File: config.mk
export PLATFORM = sky130hd
export DESIGN_NAME = elfm_alu
export DESIGN_NICKNAME = d
export VERILOG_FILES = /design/src/rtl/core/elfm_pkg.sv /design/src/rtl/core/elfm_alu.sv
export SDC_FILE = /design/constraint.sdc
export NUM_CORES = 1
export LEC_CHECK = 0
export BUFFER_PORTS_ARGS = -buffer_cell sky130_fd_sc_hd__buf_2
export CORE_ASPECT_RATIO = 0.6
export CORE_MARGIN = 2
export CORE_UTILIZATION = 55
export DETAILED_ROUTE_END_ITERATION = 12
export GPL_TIMING_DRIVEN = 0
export PLACE_DENSITY = 0.94
export SETUP_SLACK_MARGIN = 0.02
export SYNTH_ARGS = -nofsm -noshare
export SYNTH_HDL_FRONTEND = slang
export SYNTH_SLANG_ARGS = --single-unit
File: constraint.sdc
create_clock -name vclk -period 14.7
set_input_delay 1.47 -clock vclk [all_inputs]
set_output_delay 1.47 -clock vclk [all_outputs]
set_load 0.005 [all_outputs]
File: src/rtl/core/elfm_pkg.sv
// Shared types, constants and helpers for the edit list frame mapper.
// Used by elfm_seg_ram, elfm_alu and edit_list_frame_mapper_core.
`default_nettype none

package elfm_pkg;

    localparam int MAX_SEGMENTS = 64;
    localparam int IDX_W        = $clog2(MAX_SEGMENTS);
    // Search bounds run up to the segment count plus one.
    localparam int CNT_W        = $clog2(MAX_SEGMENTS + 2);
    localparam int FRAME_W      = 32;
    localparam int SRC_W        = 8;
    localparam int ACC_W        = 36;
    localparam int OP_W         = 3;
    localparam int STATUS_W     = 3;
    localparam int PORT_IDX_W   = 6;
    localparam int CFG_ADDR_W   = 1;

    localparam logic [CFG_ADDR_W-1:0] CFG_USE_CUT  = 1'b0;
    localparam logic [CFG_ADDR_W-1:0] CFG_FIRST_GF = 1'b1;

    typedef enum logic [OP_W-1:0] {
        OP_CLEAR   = 3'd0,
        OP_APPEND  = 3'd1,
        OP_LOOKUP  = 3'd2,
        OP_ENTRY   = 3'd3,
        OP_REVERSE = 3'd4
    } op_t;

    typedef enum logic [STATUS_W-1:0] {
        STAT_OK     = 3'd0,
        STAT_EMPTY  = 3'd1,
        STAT_INDEX  = 3'd2,
        STAT_FULL   = 3'd3,
        STAT_REJECT = 3'd4
    } status_t;

    typedef enum logic [3:0] {
        ST_IDLE,
        ST_APP_LEN,
        ST_APP_END,
        ST_SRCH_RD,
        ST_SRCH_CMP,
        ST_EQ_RD,
        ST_EQ_CMP,
        ST_ENT_RD,
        ST_ENT_T,
        ST_ENT_F,
        ST_CLAMP_HI,
        ST_CLAMP_LO,
        ST_DONE
    } state_t;

    typedef struct packed {
        logic [FRAME_W-1:0] start;
        logic [SRC_W-1:0]   source;
        logic [FRAME_W-1:0] in_frame;
        logic [FRAME_W-1:0] out_frame;
    } seg_entry_t;

    typedef struct packed {
        logic             we;
        logic [IDX_W-1:0] addr;
        seg_entry_t       entry;
    } ram_wr_t;

    typedef struct packed {
        logic             re;
        logic [IDX_W-1:0] addr;
    } ram_rd_t;

    function automatic logic [ACC_W-1:0] sx(input logic [FRAME_W-1:0] v);
        sx = {{(ACC_W - FRAME_W){v[FRAME_W-1]}}, v};
    endfunction

    // Saturates a wide signed value to the 32-bit signed range.
    function automatic logic [ACC_W-1:0] sat_acc(input logic [ACC_W-1:0] v);
        logic [ACC_W-FRAME_W:0] top;
        top = v[ACC_W-1:FRAME_W-1];
        if ((&top) || !(|top)) begin
            sat_acc = v;
        end else if (v[ACC_W-1]) begin
            sat_acc = sx({1'b1, {(FRAME_W - 1){1'b0}}});
        end else begin
            sat_acc = sx({1'b0, {(FRAME_W - 1){1'b1}}});
        end
    endfunction

endpackage

`default_nettype wire

File: src/rtl/core/elfm_alu.sv
// Shared adder and comparator used for the frame arithmetic of the mapper.
// Depends on elfm_pkg for the datapath width.
`default_nettype none

module elfm_alu (
    input  wire logic [elfm_pkg::ACC_W-1:0] a,
    input  wire logic [elfm_pkg::ACC_W-1:0] b,
    input  wire logic                       sub,
    input  wire logic                       cin,
    output logic [elfm_pkg::ACC_W-1:0]      sum,
    output logic                            is_zero,
    output logic                            is_neg,
    output logic                            is_pos
);
    import elfm_pkg::*;

    logic [ACC_W-1:0] b_op;

    always_comb
    begin
        b_op    = sub ? ~b : b;
        sum     = a + b_op + ACC_W'(cin);
        is_zero = (sum == '0);
        is_neg  = sum[ACC_W-1];
        is_pos  = !is_neg && !is_zero;
    end

endmodule

`default_nettype wire

=== Word level (Yosys, flattened, before mapping) ===
Index checks and enable logic that the tools add are counted.

* Register bits: 0
* Input port bits: 74
* Output and inout port bits: 39
* Logic and storage cells: 8

* Add/sub/neg operators: 2
* Muxes and demuxes: 1
* Bitwise gates (word level): 1
* Reduce and logical (&&, ||, !) cells: 4

{| class="wikitable"
|+ Operators by type and width
! cell !! number
|-
| adder 36 x 1 -> 36 bit || 1
|-
| adder 36 bit || 1
|-
| logical NOT 36 bit || 1
|-
| 2-to-1 mux 36 bit || 1
|-
| inverter 36 bit || 1
|-
| logical NOT 1 bit || 2
|-
| logical AND 1 bit || 1
|}

=== Depth between registers and ports, before layout ===
Gate-level depths: netlist of run 1.

* Word-level depth: 7
* Gate-level depth with buffers: 14
* Gate-level depth less buffers: 12

=== Worst setup path before layout of run 1 ===
No wires, ideal clock.

* Path type: input to output
* From: in sub
* To: out is_zero
* Arrival: 5491 ps
* Data required time: 13230 ps
* Path slack: 7739 ps
* Stages on the path: 14
* Buffers on the path: 2
* Path through: clkbuf_1 -> clkbuf_1 -> xor2_1 -> fa_1 -> fa_1 -> a21o_1 -> a221o_2 -> a211oi_2 -> xnor2_1 -> or4b_1 -> or4_1 -> nor4_2 -> and4_1 -> and3_1

* Longest elaborated chain between the ends: 4

{| class="wikitable"
|+ RTL lines
! what !! RTL line !! RTL
|-
| start, declared || elfm_alu.sv:8 || <nowiki>input wire logic sub,</nowiki>
|-
| 2-to-1 mux 36 bit || elfm_alu.sv:21 || <nowiki>b_op = sub ? ~b : b;</nowiki>
|-
| adder 36 bit || elfm_alu.sv:22 || <nowiki>sum = a + b_op + ACC_W'(cin);</nowiki>
|-
| adder 36 x 1 -> 36 bit || elfm_alu.sv:22 ||
|-
| via sum, one bit || elfm_alu.sv:10 || <nowiki>output logic [elfm_pkg::ACC_W-1:0] sum,</nowiki>
|-
| logical NOT 36 bit || elfm_alu.sv:23 || <nowiki>is_zero = (sum == '0);</nowiki>
|-
| end, declared || elfm_alu.sv:11 || <nowiki>output logic is_zero,</nowiki>
|}

The timed path passes the listed nets, and every way through them passes these cells.

=== Worst setup path after layout of run 1 ===
* From: in sub
* To: out is_zero

* Longest elaborated chain between the ends: 4

{| class="wikitable"
|+ RTL lines
! what !! RTL line
|-
| 2-to-1 mux 36 bit || elfm_alu.sv:21
|-
| adder 36 bit || elfm_alu.sv:22
|-
| adder 36 x 1 -> 36 bit || elfm_alu.sv:22
|-
| logical NOT 36 bit || elfm_alu.sv:23
|}

Every way passes these cells.

==> reports/summary.txt, run 1 <==
outcome -> finished, final reports clean
CTS Hold Buffers Added -> 0
top cells by area, synth -> ha_1 16%, xor2_1 16%, a21oi_1 7.7%, xnor2_1 6.7%, nand2_1 5.3%
Die Ht -> 57.3 um
dominant cell by count in the synthesized netlist -> xor2_1
critical path's top delay family -> simple AND/OR/NAND/NOR gates
endpoints failing setup -> 0
largest net degree at the start of global routing -> 11
maximum VDD drop -> 0.0431 mV
floorplan row count -> 19
CP endpoint -> is_zero
number of global-route vias before repair -> 2,868
cell type with the largest total area after synthesis -> ha_1
Iter 0 DRT Violations -> 323
initial core utilization -> 0.571
area taken by multi-input logic gates -> 0.00251 sq mm
endpoints failing hold -> 0
Die X-Extent -> 92.8 um
post-layout min period -> 7.81 ns
Post-synth top cells -> 48 x xor2_1, 40 x a21oi_1, 37 x nand2_1
Register Area -> 0 sq um
post-synth design cell area -> 0.00260 sq mm
Seq/Total Area, Yosys -> 0
crit path DAT -> 6.34 ns
Final ANT Viol Nets -> 0
Startpoint Class -> input port
share of the synthesized area in the top cell type -> 0.163
Core Area -> 0.00456 sq mm
gpl congestion -> 0.995
fin util -> 0.711
Distinct cells, synth -> 63
FMAX -> 128 MHz
crit end category -> primary output
Routed WL -> 8880 um
Filler cells -> 417
clock buffer count -> 0
critical path's slowest cell -> clkbuf_1
Avg Cell Area, Syn -> 7.00 sq um
layout cells sized above 1 -> 0.262
critical path depth -> 15
n_diodes -> 0
pin slew with the least headroom to its limit -> 0.748 ns
hpwl dp -> 7600 um
Port Buf Inserts -> 112
TNS Setup -> 0 ns
Tot Pwr -> 0.000239 W
Synth Net Count -> 482
# resized after CTS -> 0
Area Growth Syn to Fin -> 24.5%
GRT overflow -> 0
first-pass GRT wire length -> 13,700 um
vias per inst -> 6.13
CP max stage delay -> 0.56 ns
initial antenna violation count -> 0
yosys synthesis warning count -> 0
Final Net Count -> 596
FFs & Latches -> 0
Final Max Tran Viols -> 0
final period utilization -> 0.532
RSZ-0062 raised after global routing -> no
TritonRoute pass-1 iters -> 7
Wirelength per Cell -> 16.2 um
Bufs and invs on worst path -> 3
hold crit path type -> in2out
critical path class -> in2out
P_leak -> 1.59 nW
max-cap viol count -> 0
Power Dens Cells -> 73.7 mW/mm^2
Via Count -> 3,354
IO Pins -> 113
relative slew slack -> 0.501
post-route DRC violation count -> 0
crit path launch -> sub
post-CTS setup buffer count -> 0
full die area -> 0.00532 sq mm
CP Data Required Time -> 13.23 ns
CP Cell Sequence -> clkbuf_1, clkbuf_1, xor2_1, fa_1, fa_1, a21o_1, a221o_2, a211oi_2, xnor2_1, or4b_1, or4_1, nor4_2, and4_1, and3_1, buf_2
crit-path max FO -> 10
cell count after synthesis -> 372
Total GRT Usage -> 0.316
[power by group]
part | internal [W] | switching [W] | total (W)
Sequential | 0 | 0 | 0
Clock | 0 | 0 | 0
Combinational | 0.000100 | 0.000139 | 0.000239
Total | 0.000100 | 0.000139 | 0.000239
[layout by cell type, fill, tap and decap left out, types with 4 or more instances in the layout]
master / synthesis / final
a31oi_1: 8 / 8
nand3_1: 11 / 11
a21oi_1: 40 / 40
nor3_1: 7 / 7
ha_1: 34 / 34
o21ai_1: 8 / 8
buf_2: 0 / 112
a21o_1: 17 / 17
xnor2_1: 20 / 20
nand2_1: 37 / 37
o21ai_0: 10 / 10
and4_1: 4 / 4
o21a_1: 5 / 5
xor2_1: 48 / 48
inv_1: 5 / 5
nand4_1: 8 / 8
nor4_1: 4 / 4
clkbuf_1: 10 / 10
nor2_1: 25 / 25
and2_1: 7 / 7
and3_1: 4 / 4
[cell type report]
cell class                      count  share of cell area
Tap cell                           63              0.0243
Inverter                            6             0.00694
Buffer                             15              0.0231
Timing Repair Buffer              112               0.173
Multi-Input combinational cell    351               0.773
[metrics by stage]
step | cells | cell area (sq um) | setup slack, ns | hold WS [ns]
6_report | 547 | 3240 | 6.89 | 3.35
5_1_grt | 547 | 3240 | 6.63 | 3.36
2_1_floorplan | 372 | 2610 | 7.74 | 3.10
3_3_place_gp | 547 | 3240 | 7.11 | 3.33
4_1_cts | 547 | 3240 | 6.94 | 3.34
3_5_place_dp | 547 | 3240 | 6.96 | 3.36
[how the worst min path moves through the flow]
| stage | start | end | slack [ns] | cells after the start |
|---|---|---|---|---|
| after floorplan | cin | sum[0] | 3.10 | 1 |
| after global placement | cin | sum[0] | 3.33 | 3 |
| after detailed placement | cin | sum[0] | 3.36 | 3 |
| after CTS | cin | sum[0] | 3.34 | 3 |
| after global routing | cin | sum[0] | 3.36 | 3 |
| final | cin | sum[0] | 3.35 | 3 |
[logic make-up after synthesis]
kind of cell / count (synthesis) / share of synthesized area
adders and majority gates: 36 / 0.179
AOI/OAI and AO/OA: 121 / 0.305
xor gates and xnor gates: 68 / 0.229
buffers and inverters: 21 / 0.0375
and+or+nand+nor: 126 / 0.250
[layer usage]
| layer | up-vias | wire length, um | GRT usage |
|---|---|---|---|
| li1 | 1620 | - | - |
| met1 | 1517 | 4200 | 0.507 |
| met2 | 209 | 3510 | 0.457 |
| met3 | 8 | 1160 | 0.0594 |
| met4 | 0 | 11 | 0.00210 |
| met5 | - | 0 | 0.0463 |
Note: power is estimated with default switching activity, not from simulation.
==> run 2, diff against run 1 <==
--- a/config.mk
+++ b/config.mk
@@ -8,10 +8,10 @@
 export BUFFER_PORTS_ARGS = -buffer_cell sky130_fd_sc_hd__buf_2
 export CORE_ASPECT_RATIO = 0.6
 export CORE_MARGIN = 2
-export CORE_UTILIZATION = 55
+export CORE_UTILIZATION = 51
 export DETAILED_ROUTE_END_ITERATION = 12
 export GPL_TIMING_DRIVEN = 0
-export PLACE_DENSITY = 0.94
+export PLACE_DENSITY = 0.88
 export SETUP_SLACK_MARGIN = 0.02
 export SYNTH_ARGS = -nofsm -noshare
 export SYNTH_HDL_FRONTEND = slang
==> constraint.sdc (replaced) <==
create_clock -name vclk -period 7.6
set_input_delay 0.76 -clock vclk [all_inputs]
set_output_delay 0.76 -clock vclk [all_outputs]
set_load 0.005 [all_outputs]
==> run 2 against run 1 <==
  * Die area up 7.4%
  * Hold slack worse by 1.4 ns
  * Critical path depth unchanged
  * Design area is 0.12% higher
  * Combinational power is 92% higher
  * Flip-flop and latch count is the same
  * Sequential share of layout area is the same
  * Final cell count is 0.55% higher
  * Global-route usage down 1.5 points
  * Core utilization fell by 5.9 points
  * Via count grew 0.33%
  * Non-clock buffer count stayed put
==> reports/summary.txt, run 2 (synthesized netlist as in run 1, its figures left out) <==
outcome -> finished, final reports clean
gpl congestion -> 1.01
clock buffer count -> 0
TritonRoute pass-1 iters -> 6
Power Dens Cells -> 141 mW/mm^2
Filler cells -> 477
commonest non-fill, non-tap cells in the layout -> 112 x buf_2, 48 x xor2_1, 40 x a21oi_1
area taken by multi-input logic gates -> 0.00251 sq mm
post-layout min period -> 6.31 ns
Final ANT Viol Nets -> 0
Startpoint Class -> input port
Die Ht -> 59.4 um
P_leak -> 1.59 nW
Iter 0 DRT Violations -> 360
initial antenna violation count -> 0
Register Area -> 0 sq um
endpoints failing hold -> 0
most common cell after layout, fill and taps aside -> buf_2
critical path class -> in2out
final period utilization -> 0.831
FMAX -> 158 MHz
Final Instance Count excl. Fillers -> 550
Via Count -> 3,365
hold_sp -> a[1]
crit-path max FO -> 10
crit end category -> primary output
largest net degree at the start of global routing -> 11
post-route DRC violation count -> 0
Die X-Extent -> 96.3 um
GRT overflow -> 0
FFs & Latches -> 0
endpoints failing setup -> 0
IO Pins -> 113
hold crit path type -> in2out
Final Max Tran Viols -> 0
first-pass GRT wire length -> 13,500 um
pin slew with the least headroom to its limit -> 0.764 ns
# resized after CTS -> 0
hpwl dp -> 7490 um
Hold Crit Depth -> 3
Wirelength per Cell -> 16.0 um
fin util -> 0.652
Area Growth Syn to Fin -> 24.7%
CP Data Required Time -> 6.84 ns
full die area -> 0.00571 sq mm
Final Net Count -> 596
vias per inst -> 6.12
post-CTS setup buffer count -> 0
Port Buf Inserts -> 112
relative slew slack -> 0.491
CTS Hold Buffers Added -> 0
Routed WL -> 8820 um
number of global-route vias before repair -> 2,792
maximum VDD drop -> 0.0738 mV
max-cap viol count -> 0
TNS Setup -> 0 ns
floorplan row count -> 20
initial core utilization -> 0.523
worst hold endpoint -> sum[1]
RSZ-0062 raised after global routing -> no
layout cells sized above 1 -> 0.262
Post-Place Cells -> 550
crit path DAT -> 5.55 ns
Core Area -> 0.00498 sq mm
n_diodes -> 0
Total GRT Usage -> 0.301
run 2: cell counts in the layout (fill, tap and decap cells not counted):
No cell type changed its count.
run 2: power by group:
part	internal [W]	switching, W
sequential	0	0
combinational	0.000193	0.000265
clock	0	0
total	0.000193	0.000265
run 2: per-layer routing:
metal / routed length, um / vias up / share of wire / global-route usage
met1: 4330 / 1556 / 0.49 / 0.490
met5: 0 / - / 0 / 0
li1: - / 1615 / - / -
met4: 22 / 0 / 0.0025 / 0.0143
met3: 946 / 4 / 0.11 / 0.0420
met2: 3520 / 190 / 0.40 / 0.429
run 2: how the worst max path moves through the flow:
stage | start | cells after the start | slack [ns] | to
final | sub | 15 | 1.29 | is_zero
after global routing | sub | 15 | 1.12 | is_zero
after CTS | sub | 15 | 1.33 | is_zero
after detailed placement | sub | 15 | 1.34 | is_zero
after global placement | sub | 15 | 1.43 | is_zero
after floorplan | sub | 14 | 2.06 | is_zero
run 2: cell type report:
type	count	area share
well taps	66	0.0254
multi-input cells	351	0.772
plain buffers	15	0.0231
repair buffers	112	0.173
inverters	6	0.00693
run 2: per-stage QoR:
stage	setup WS [ns]	total power, W	hold slack, ns	instance area (sq um)
3_5_place_dp	1.34	0.000445	1.91	3250
5_1_grt	1.12	0.000501	1.93	3250
2_1_floorplan	2.06	0.000291	1.68	2610
4_1_cts	1.33	0.000448	1.91	3250
3_3_place_gp	1.43	0.000438	1.90	3250
6_report	1.29	0.000458	1.93	3250
run 2: worst max-delay path, cell delays in order:
cell	delay (ns)
clkbuf_1	0.42
clkbuf_1	0.64
xor2_1	0.19
fa_1	0.46
fa_1	0.42
a21o_1	0.19
a221o_2	0.44
a211oi_2	0.22
xnor2_1	0.12
or4b_1	0.54
or4_1	0.47
nor4_2	0.17
and4_1	0.23
and3_1	0.15
buf_2	0.11
==> run 3, diff against run 2 <==
--- a/config.mk
+++ b/config.mk
@@ -5,10 +5,11 @@
 export SDC_FILE = /design/constraint.sdc
 export NUM_CORES = 1
 export LEC_CHECK = 0
+export ABC_AREA = 1
 export BUFFER_PORTS_ARGS = -buffer_cell sky130_fd_sc_hd__buf_2
 export CORE_ASPECT_RATIO = 0.6
 export CORE_MARGIN = 2
-export CORE_UTILIZATION = 51
+export CORE_UTILIZATION = 54
 export DETAILED_ROUTE_END_ITERATION = 12
 export GPL_TIMING_DRIVEN = 0
 export PLACE_DENSITY = 0.88
==> constraint.sdc (replaced) <==
create_clock -name vclk -period 6.4
set_input_delay 0.64 -clock vclk [all_inputs]
set_output_delay 0.64 -clock vclk [all_outputs]
set_load 0.005 [all_outputs]
==> run 3 against run 2 <==
  * Critical path depth is 5 higher
  * Largest cell class unchanged
  * Combinational power grew 27%
  * Synthesized area grew 29%
  * Routed wire length is 32% higher
  * Hold slack got worse by 0.28 ns
  * Count of clock-buffer cells in the layout unchanged
  * Flip-flop and latch count unchanged
  * Die area up 21%
  * Non-clock buffer count decreased by 10
  * Synthesized cell count up 89%
  * Via count is 34% higher
  * Core utilization up 1.2 points
==> reports/summary.txt, run 3 <==
outcome -> finished, final reports clean
Via Count -> 4,512
Core Area -> 0.00608 sq mm
top cells by area, synth -> nand2_1 33%, inv_1 17%, ha_1 13%, xor2_1 9.6%, nor2_1 7.2%
post-synth design cell area -> 0.00337 sq mm
Die Ht -> 65.2 um
Final Max Tran Viols -> 0
FFs & Latches -> 0
n_diodes -> 0
TritonRoute pass-1 iters -> 5
cell type with the largest total area after synthesis -> nand2_1
CP endpoint -> is_pos
largest net degree at the start of global routing -> 11
Distinct cells, synth -> 26
commonest non-fill, non-tap cells in the layout -> 298 x nand2_1, 151 x inv_1, 113 x buf_2
CTS Hold Buffers Added -> 0
vias per inst -> 5.01
post-layout min period -> 5.15 ns
Area Growth Syn to Fin -> 19.7%
clock buffer count -> 0
CP Data Required Time -> 5.76 ns
hold crit path type -> in2out
pin slew with the least headroom to its limit -> 0.843 ns
fin util -> 0.664
GRT overflow -> 0
Synth Net Count -> 814
area taken by multi-input logic gates -> 0.00278 sq mm
crit path DAT -> 4.51 ns
Final ANT Viol Nets -> 0
most common cell after layout, fill and taps aside -> nand2_1
final period utilization -> 0.805
share of the synthesized area in the top cell type -> 0.332
# resized after CTS -> 0
layout cells sized above 1 -> 0.154
Final Net Count -> 928
Startpoint Class -> input port
Power Dens Cells -> 144 mW/mm^2
full die area -> 0.00692 sq mm
RSZ-0062 raised after global routing -> no
relative slew slack -> 0.438
Wirelength per Cell -> 12.9 um
max-cap viol count -> 0
cell count after synthesis -> 704
critical path class -> in2out
post-CTS setup buffer count -> 0
Post-synth top cells -> 298 x nand2_1, 151 x inv_1, 65 x nor2_1
initial core utilization -> 0.555
Hold Crit Depth -> 3
initial antenna violation count -> 0
crit path launch -> sub
FMAX -> 194 MHz
Register Area -> 0 sq um
Filler cells -> 625
number of global-route vias before repair -> 3,806
crit-path max FO -> 10
Avg Cell Area, Syn -> 4.79 sq um
P_leak -> 2.76 nW
dominant cell by count in the synthesized netlist -> nand2_1
first-pass GRT wire length -> 18,100 um
endpoints failing hold -> 0
crit end category -> primary output
floorplan row count -> 22
Iter 0 DRT Violations -> 372
hpwl dp -> 10,400 um
IO Pins -> 113
post-route DRC violation count -> 0
maximum VDD drop -> 0.0778 mV
endpoints failing setup -> 0
Total GRT Usage -> 0.329
Seq/Total Area, Yosys -> 0
Routed WL -> 11,600 um
yosys synthesis warning count -> 0
Die X-Extent -> 106 um
Port Buf Inserts -> 112
TNS Setup -> 0 ns
gpl congestion -> 0.957
## run 3: worst min-delay path by stage
stage          startpoint     end
2_1_floorplan         cin  sum[0]
3_3_place_gp          cin  sum[0]
3_5_place_dp          cin  sum[0]
4_1_cts               cin  sum[0]
5_1_grt               cin  sum[0]
6_report              cin  sum[0]
## run 3: cell type report
cell class	count	share of cell area
inverters	151	0.140
repair buffers	112	0.139
multi-input cells	548	0.689
well taps	84	0.0260
plain buffers	5	0.00589
## run 3: critical path, cell delays in order
cell and delay [ns]:
buf_2 0.25, buf_1 0.67, xor2_1 0.18, fa_1 0.49, fa_1 0.52, nand3_1 0.15, nand2_1 0.20, nand2_1 0.13
nand2_1 0.09, nand2_2 0.09, nand2_2 0.08, nand2_1 0.09, nand3b_1 0.09, nand2_1 0.11, nand2_1 0.06, nor2_1 0.25
nand3_1 0.13, nor2_2 0.14, nor2_1 0.04, buf_2 0.12
## run 3: kinds of logic after synthesis
| group | share of synthesized area |
|---|---|
| fa+ha+maj | 0.138 |
| xor+xnor | 0.104 |
| compound gates | 0.0434 |
| simple gates | 0.540 |
| buf+inv | 0.175 |
## run 3: per-stage QoR
step                worst slack [ns]  hold WS [ns]  instances  total power (W)  instance area (sq um)
finish                          1.25          1.65        900         0.000580                   4040
global placement                1.54          1.65        900         0.000550                   4040
floorplan                       2.39          1.45        704         0.000372                   3370
global route                    1.06          1.68        900         0.000645                   4040
CTS                             1.38          1.65        900         0.000566                   4040
detailed placement              1.38          1.65        900         0.000564                   4040
## run 3: power by group
part | switching [W] | internal [W] | leakage [nW]
sequential | 0 | 0 | 0
combinational | 0.000369 | 0.000211 | 2.76
clock | 0 | 0 | 0
## run 3: layer usage
layer / share of wire / global-route usage / wire length, um / vias to the layer above
met5: 0 / 0 / 0 / -
met4: 0.0096 / 0.0329 / 112 / 0
met3: 0.12 / 0.0665 / 1400 / 13
met2: 0.37 / 0.484 / 4330 / 196
met1: 0.50 / 0.504 / 5790 / 1964
li1: - / - / - / 2339
